<file path="src/hdl/keyed_queue_remove_compact_unit_defines.svh">
// Assertion macros for the keyed queue remove/compact unit.
`ifndef KEYED_QUEUE_REMOVE_COMPACT_UNIT_DEFINES_SVH
`define KEYED_QUEUE_REMOVE_COMPACT_UNIT_DEFINES_SVH

// same-cycle implication
`define KQRC_ASSERT_IMP(label, ante, cons) \
	label: assert property (@(posedge clk) disable iff (!arst_n) (ante) |-> (cons)) \
		else $error("kqrc assertion failed");

// next-cycle implication
`define KQRC_ASSERT_NXT(label, ante, cons) \
	label: assert property (@(posedge clk) disable iff (!arst_n) (ante) |=> (cons)) \
		else $error("kqrc assertion failed");

`endif

</file>
<file path="src/hdl/kqrc_pkg.sv">
// Package: types, constants and key canonicalization for the keyed queue.
`default_nettype none
package kqrc_pkg;

	localparam int QUEUE_DEPTH = 8;
	localparam int CNT_W       = $clog2(QUEUE_DEPTH + 1);
	localparam int KEY_W       = 72;
	localparam int AGE_W       = 8;
	localparam int STATUS_W    = 3;
	localparam int ECNT_W      = 4;

	typedef logic [KEY_W-1:0]    key_t;
	typedef logic [AGE_W-1:0]    age_t;
	typedef logic [CNT_W-1:0]    cnt_t;
	typedef logic [STATUS_W-1:0] status_t;

	localparam status_t ST_APPENDED  = 3'd0;
	localparam status_t ST_FULL      = 3'd1;
	localparam status_t ST_REMOVED   = 3'd2;
	localparam status_t ST_NOT_FOUND = 3'd3;
	localparam status_t ST_EMPTY     = 3'd4;

	typedef struct packed {
		logic wr_en;
		logic load;
		logic step;
		logic in_use;
	} cell_ctl_t;

	// zero every byte after the first zero byte
	function automatic key_t canon_key(input logic [63:0] lo, input logic [7:0] hi);
		logic ended;
		key_t k;
		ended = 1'b0;
		k = '0;
		for (int b = 0; b < 8; b++) begin
			if (lo[8*b +: 8] == 8'd0)
				ended = 1'b1;
			if (!ended)
				k[8*b +: 8] = lo[8*b +: 8];
		end
		if (!ended)
			k[71:64] = hi;
		return k;
	endfunction

endpackage
`default_nettype wire

</file>
<file path="src/hdl/kqrc_cell.sv">
// One queue cell: entry storage, key match and the compaction swap step.
`default_nettype none
module kqrc_cell (
	input  logic              clk,
	input  logic              arst_n,
	input  kqrc_pkg::cell_ctl_t ctl,
	input  kqrc_pkg::key_t    key,
	input  kqrc_pkg::age_t    age_wr,
	input  kqrc_pkg::key_t    nxt_name,
	input  kqrc_pkg::age_t    nxt_age,
	input  logic              nxt_dead,
	input  logic              prv_dead,
	output kqrc_pkg::key_t    name,
	output kqrc_pkg::age_t    age,
	output logic              dead,
	output logic              hit,
	output logic              pair
);
	import kqrc_pkg::*;

	key_t name_q;
	age_t age_q;
	logic dead_q;

	assign hit  = ctl.in_use && (name_q == key);
	assign pair = dead_q && !nxt_dead;
	assign name = name_q;
	assign age  = age_q;
	assign dead = dead_q;

	always_ff @(posedge clk) begin
		if (ctl.wr_en) begin
			name_q <= key;
			age_q  <= age_wr;
		end else if (ctl.step && pair) begin
			name_q <= nxt_name;
			age_q  <= nxt_age;
		end
	end

	// dead slot pulls a live neighbor; the live one giving it up turns dead
	always_ff @(posedge clk or negedge arst_n) begin
		if (!arst_n) begin
			dead_q <= 1'b0;
		end else if (ctl.load) begin
			dead_q <= !ctl.in_use || hit;
		end else if (ctl.step) begin
			if (pair)
				dead_q <= 1'b0;
			else if (!dead_q && prv_dead)
				dead_q <= 1'b1;
		end
	end

endmodule
`default_nettype wire

</file>
<file path="src/hdl/keyed_queue_remove_compact_unit.sv">
// Top level: keyed queue with append and remove-all-by-key with compaction.
//
//  channel | signals                                    | direction
//  --------+--------------------------------------------+----------
//  in      | in_valid, in_stall, op, name_low/high, age | request in
//  out     | out_valid, out_stall, status, entry_count  | result out
//
// Append, full, empty and no-match requests pass EXEC and FIN, which raises out_valid.
// A remove with matches also passes COMPACT; the swap passes of the cell chain that
// move freed slots to the tail never outlast the count scan.
// Reset clears the count, the state and the output valid; entries are not cleared.
// A result waiting under out_stall does not block the next request from entering;
// that request finishes once the output register is free.
`default_nettype none
`include "keyed_queue_remove_compact_unit_defines.svh"
module keyed_queue_remove_compact_unit (
	input  logic        clk,
	input  logic        arst_n,
	input  logic        in_valid,
	output logic        in_stall,
	input  logic        op,
	input  logic [63:0] name_low,
	input  logic [7:0]  name_high,
	input  logic [7:0]  age,
	output logic        out_valid,
	input  logic        out_stall,
	output logic [2:0]  status,
	output logic [3:0]  entry_count
);
	import kqrc_pkg::*;

	localparam logic [1:0] S_IDLE    = 2'd0;
	localparam logic [1:0] S_EXEC    = 2'd1;
	localparam logic [1:0] S_COMPACT = 2'd2;
	localparam logic [1:0] S_FIN     = 2'd3;

	logic [1:0]             state_q;
	logic                   op_q;
	key_t                   key_q;
	age_t                   age_q;
	cnt_t                   count_q;
	cnt_t                   scan_q;
	cnt_t                   removed_q;
	logic [QUEUE_DEPTH-1:0] hit_sr_q;
	status_t                res_q;
	logic                   out_valid_q;
	status_t                status_q;
	logic [ECNT_W-1:0]      ecnt_q;

	key_t                   cname [QUEUE_DEPTH];
	age_t                   cage  [QUEUE_DEPTH];
	key_t                   nname [QUEUE_DEPTH];
	age_t                   nage  [QUEUE_DEPTH];
	logic [QUEUE_DEPTH-1:0] cdead, ndead, pdead, chit, cpair;
	cell_ctl_t              cctl  [QUEUE_DEPTH];

	logic                    in_accept;
	logic                    out_free;
	logic                    any_hit;
	logic                    any_pair;
	logic                    compact_done;
	logic [CNT_W+ECNT_W-1:0] cnt_ext;

	assign in_stall     = (state_q != S_IDLE);
	assign in_accept    = in_valid && (state_q == S_IDLE);
	assign out_free     = !out_valid_q || !out_stall;
	assign any_hit      = |chit;
	assign any_pair     = |cpair;
	assign compact_done = (state_q == S_COMPACT) && (scan_q == '0) && !any_pair;
	assign cnt_ext      = {{ECNT_W{1'b0}}, count_q};

	genvar i;
	generate
		for (i = 0; i < QUEUE_DEPTH; i++) begin : g_cell
			if (i == QUEUE_DEPTH - 1) begin : g_tail
				assign nname[i] = '0;
				assign nage[i]  = '0;
				assign ndead[i] = 1'b1;
			end else begin : g_mid
				assign nname[i] = cname[i+1];
				assign nage[i]  = cage[i+1];
				assign ndead[i] = cdead[i+1];
			end
			if (i == 0) begin : g_head
				assign pdead[i] = 1'b0;
			end else begin : g_body
				assign pdead[i] = cdead[i-1];
			end

			assign cctl[i].wr_en  = (state_q == S_EXEC) && !op_q && (count_q == cnt_t'(i));
			assign cctl[i].load   = (state_q == S_EXEC) && op_q;
			assign cctl[i].step   = (state_q == S_COMPACT);
			assign cctl[i].in_use = (cnt_t'(i) < count_q);

			kqrc_cell u_cell (
				.clk      (clk),
				.arst_n   (arst_n),
				.ctl      (cctl[i]),
				.key      (key_q),
				.age_wr   (age_q),
				.nxt_name (nname[i]),
				.nxt_age  (nage[i]),
				.nxt_dead (ndead[i]),
				.prv_dead (pdead[i]),
				.name     (cname[i]),
				.age      (cage[i]),
				.dead     (cdead[i]),
				.hit      (chit[i]),
				.pair     (cpair[i])
			);
		end
	endgenerate

	// control
	always_ff @(posedge clk or negedge arst_n) begin
		if (!arst_n) begin
			state_q     <= S_IDLE;
			count_q     <= '0;
			out_valid_q <= 1'b0;
		end else begin
			unique case (state_q)
				S_IDLE: begin
					if (in_accept)
						state_q <= S_EXEC;
				end
				S_EXEC: begin
					if (!op_q) begin
						if (count_q != cnt_t'(QUEUE_DEPTH))
							count_q <= count_q + cnt_t'(1);
						state_q <= S_FIN;
					end else if (count_q == '0 || !any_hit) begin
						state_q <= S_FIN;
					end else begin
						state_q <= S_COMPACT;
					end
				end
				S_COMPACT: begin
					if (compact_done) begin
						count_q <= count_q - removed_q;
						state_q <= S_FIN;
					end
				end
				S_FIN: begin
					if (out_free)
						state_q <= S_IDLE;
				end
				default: state_q <= S_IDLE;
			endcase

			if (state_q == S_FIN && out_free)
				out_valid_q <= 1'b1;
			else if (!out_stall)
				out_valid_q <= 1'b0;
		end
	end

	// datapath
	always_ff @(posedge clk) begin
		if (in_accept) begin
			op_q  <= op;
			key_q <= canon_key(name_low, name_high);
			age_q <= age;
		end

		if (state_q == S_EXEC) begin
			if (!op_q) begin
				res_q <= (count_q == cnt_t'(QUEUE_DEPTH)) ? ST_FULL : ST_APPENDED;
			end else if (count_q == '0) begin
				res_q <= ST_EMPTY;
			end else if (!any_hit) begin
				res_q <= ST_NOT_FOUND;
			end else begin
				res_q     <= ST_REMOVED;
				hit_sr_q  <= chit;
				scan_q    <= count_q;
				removed_q <= '0;
			end
		end

		if (state_q == S_COMPACT && scan_q != '0) begin
			scan_q    <= scan_q - cnt_t'(1);
			hit_sr_q  <= hit_sr_q >> 1;
			removed_q <= removed_q + cnt_t'(hit_sr_q[0]);
		end

		if (state_q == S_FIN && out_free) begin
			status_q <= res_q;
			ecnt_q   <= cnt_ext[ECNT_W-1:0];
		end
	end

	assign out_valid   = out_valid_q;
	assign status      = status_q;
	assign entry_count = ecnt_q;

	`KQRC_ASSERT_IMP(a_count_bound, 1'b1, count_q <= cnt_t'(QUEUE_DEPTH))
	`KQRC_ASSERT_NXT(a_remove_shrinks, compact_done, count_q < $past(count_q))
	`KQRC_ASSERT_NXT(a_fin_loads_out, (state_q == S_FIN) && out_free, out_valid_q && !in_stall)
	`KQRC_ASSERT_NXT(a_compact_has_hit, (state_q == S_EXEC) && op_q && any_hit, state_q == S_COMPACT)
	`KQRC_ASSERT_NXT(a_out_hold, out_valid_q && out_stall, out_valid_q && $stable(status_q))

endmodule
`default_nettype wire

</file>
<file path="config.mk">
export PLATFORM = sky130hd
export DESIGN_NAME = keyed_queue_remove_compact_unit
export DESIGN_NICKNAME = d
export VERILOG_FILES = /design/src/hdl/kqrc_pkg.sv /design/src/hdl/kqrc_cell.sv /design/src/hdl/keyed_queue_remove_compact_unit.sv
export VERILOG_INCLUDE_DIRS = /design/src /design/src/hdl
export SDC_FILE = /design/constraint.sdc
export NUM_CORES = 1
export LEC_CHECK = 0
export BUFFER_PORTS_ARGS = -buffer_cell sky130_fd_sc_hd__buf_2
export CAP_MARGIN = 10
export CORE_ASPECT_RATIO = 1.4
export CORE_MARGIN = 3
export CORE_UTILIZATION = 35
export DETAILED_ROUTE_END_ITERATION = 8
export PLACE_DENSITY_LB_ADDON = 0.2
export SYNTH_ARGS = -nofsm -noshare
export SYNTH_HDL_FRONTEND = slang
export SYNTH_SLANG_ARGS = --single-unit
</file>
<file path="constraint.sdc">
create_clock -name clk -period 17.5 [get_ports clk]
set_input_delay 2.625 -clock clk [delete_from_list [all_inputs] [get_ports clk]]
set_output_delay 2.625 -clock clk [all_outputs]
set_load 0.005 [all_outputs]
</file>
==> flow_summary.json <==
{
  "final_cell_mix": "674 x edfxtp_1, 493 x mux2_2, 444 x xnor2_1",
  "syn_nets": 2557,
  "synthCells": 2460,
  "peakVddDrop_v": 0.0000672,
  "drc": 0,
  "wl_per_cell_um": 28.1,
  "setup_slack_ns": 12.60,
  "holdWs_ns": 0.416,
  "final_cell_area_mm2": 0.0395,
  "worst_setup_path_end_kind": "register",
  "finalMaxSlewViolations": 0,
  "ant_nets": 0,
  "dpl_cell_area_mm2": 0.0372,
  "start_kind": "primary input",
  "initial_utilization_pct": 35.4,
  "io_buffers": 85,
  "hold_violations": 0,
  "cts_resized": 0,
  "finalSetupTns_ns": 0,
  "critPathRequiredTime_ns": 17.90,
  "finalPower_mw": 5.24,
  "grt_use_total_pct": 20.8,
  "period_needed_ns": 4.90,
  "core_area_mm2": 0.0998,
  "avgSynthCellArea_um2": 14.3,
  "fin_crit_sh_pct": 28.0,
  "ios": 94,
  "placementRows": 137,
  "grt_max_degree": 73,
  "antennaDiodeCount": 0,
  "htree_num_levels": 3,
  "die_h_um": 382,
  "cts.sinks": 690,
  "critical_path_class": "in -> reg",
  "cpPeakStageDelay_ns": 0.93,
  "powerDensity_mw_per_mm2": 133,
  "cp_slowest_cell": "nor4_2",
  "clk_latency_ns": 0.66,
  "final_common_cell": "edfxtp_1",
  "first_pass_iters": 4,
  "timing_worst_slew_pin_value_ns": 1.29,
  "clock_path_buffers": 3,
  "fp.dieArea_mm2": 0.105,
  "hold_class": "reg -> reg",
  "setup_viol": 0,
  "slew_headroom_pct": 14.1,
  "synth_edf_count": 674,
  "synth_cell_types": 58,
  "num_vias": 19700,
  "fin_cells": 3859,
  "grt_pass1_wl_mm": 154,
  "cts_setup_buffers": 0,
  "multi_input_area_mm2": 0.0138,
  "seq_area_mm2": 0.0206,
  "grt_overflow": 0,
  "utilization_pct": 39.6,
  "r2r_slack_ns": 12.98,
  "ys_ff_latch": 690,
  "rsz0062_at_grt": "no",
  "worstPathMaxFanout": 17,
  "routed_wl_mm": 108,
  "globalplace.congestion": 0.967,
  "status": "finished clean",
  "antenna_found_initial": 0,
  "max_cap_violations": 0,
  "ys_async_sr_fraction_pct": 2.17,
  "arrival_ns": 5.30,
  "placedCellCount": 3725,
  "grt_pass1_vias": 20900,
  "cp_common_cell": "a21boi_4",
  "vias_per_cell": 5.11,
  "cts_buffers": 74,
  "synth_warnings": 0,
  "n_fill_cell": 9257,
  "netlist_area_mm2": 0.0353,
  "drt_iter0_drc": 1383,
  "path_cells": "buf_2 > nor4_2 > a21oi_2 > and3_1 > buf_4 > a21boi_4 > a21boi_4 > and3_4 > and2_1",
  "drive_gt1_share_pct": 31.2,
  "cts_tree": "done",
  "finClkSkew_ns": 0.0247,
  "synth_top_flop_cell": "edfxtp_1",
  "yosysSeqAreaShare_pct": 58.5,
  "ctsHoldBuffers": 0,
  "fmax_ghz": 0.204,
  "dp_hpwl_mm": 82.5,
  "die_x_um": 274,
  "syn_to_final_growth_pct": 11.9,
  "p_leak_nw": 12.6,
  "pre_cts_slack_ns": 11.93,
  "path_clk_slew_ns": 0.06,
  "ctsRootBufferMaster": "clkbuf_16",
  "nets": 2578
}
## Yosys cell counts (all sizes together) (2+ instances only)
library cell / number / share of area (%)
nor3: 18 / 0.27
nand2b: 2 / 0.035
o22ai: 5 / 0.089
xor2: 139 / 3.5
xnor2: 444 / 11
nor2: 26 / 0.30
dfrtp: 15 / 1.1
nand2: 31 / 0.33
nand3: 21 / 0.30
a21boi: 3 / 0.13
or4: 2 / 0.064
or3: 2 / 0.035
o211ai: 3 / 0.064
a21oi: 16 / 0.24
and2b: 8 / 0.17
a31oi: 3 / 0.053
a21o: 2 / 0.043
clkbuf: 105 / 1.1
nand4: 117 / 2.1
and2: 61 / 1.2
nor4: 78 / 1.4
a22o: 3 / 0.074
o21ai: 13 / 0.18
ha: 11 / 0.39
and3: 3 / 0.067
o221ai: 2 / 0.050
buf: 108 / 1.5
nor2b: 2 / 0.035
edfxtp: 674 / 57
mux2: 509 / 16
inv: 17 / 0.18
o2bb2ai: 2 / 0.050
## layout make-up
class	count	area share [%]
clock buffer	92	4.92
clock inverter	42	0.979
inverter	17	0.162
multi-input combinational	1540	35.0
sequential	690	52.3
tap	1320	4.18
timing repair buffer	158	2.47
## per-layer routing
metal	global-route usage, %	routed length, um	vias up
li1	-	-	9091
met1	23.0	40300	9985
met2	37.4	56900	470
met3	2.27	3090	181
met4	13.8	8210	0
met5	0	0	-
## worst max-delay path: cells and delay by family
family                 cells  cell delay (ns)
AND/OR/NAND/NOR            4             1.62
AO/OA/AOI/OAI              3             0.69
buffers and inverters      2             0.31
## cells by family (layout without fill, tap and decap cells)
logic type,after synthesis,in the layout,synth area share (%)
compound gates,62,62,1.22
xor+xnor,583,583,14.5
fa+ha+maj,12,12,0.447
buf+inv,230,309,2.78
flops,690,690,58.5
mux,510,510,16.3
simple gates,373,373,6.31
## report_power, final
| part | switching, mW | internal (mW) |
|---|---|---|
| Sequential | 0.244 | 2.21 |
| Clock | 0.675 | 0.879 |
| Combinational | 0.751 | 0.478 |
| Total | 1.67 | 3.57 |
## worst paths after layout
kind / cells past startpoint / end / start
max reg2reg: 9 / removed_q[3]$_SDFFCE_PN0P_ / key_q[33]$_SDFFCE_PP0P_
max in group asynchronous: 1 / g_cell[5].u_cell.dead$_DFFE_PN0P_ / arst_n
min: 0 / status[2]$_DFFE_PP_ / res_q[2]$_SDFFCE_PN0P_
min in group asynchronous: 1 / g_cell[7].u_cell.dead$_DFFE_PN0P_ / arst_n
max: 9 / key_q[58]$_SDFFCE_PP0P_ / name_low[9]
min reg2reg: 0 / status[2]$_DFFE_PP_ / res_q[2]$_SDFFCE_PN0P_
## sequential cells by signal, indices dropped and copies added (netlist names)
| name | flops |
|---|---|
| count_q | 4 |
| entry_count | 4 |
| g_cell.u_cell.dead | 8 |
| g_cell.u_cell.name | 576 |
| hit_sr_q | 8 |
| key_q | 72 |
| op_q | 1 |
| out_valid | 1 |
| removed_q | 4 |
| res_q | 3 |
| scan_q | 4 |
| state_q | 2 |
| status | 3 |
Note: power is estimated with default switching activity, not from simulation.
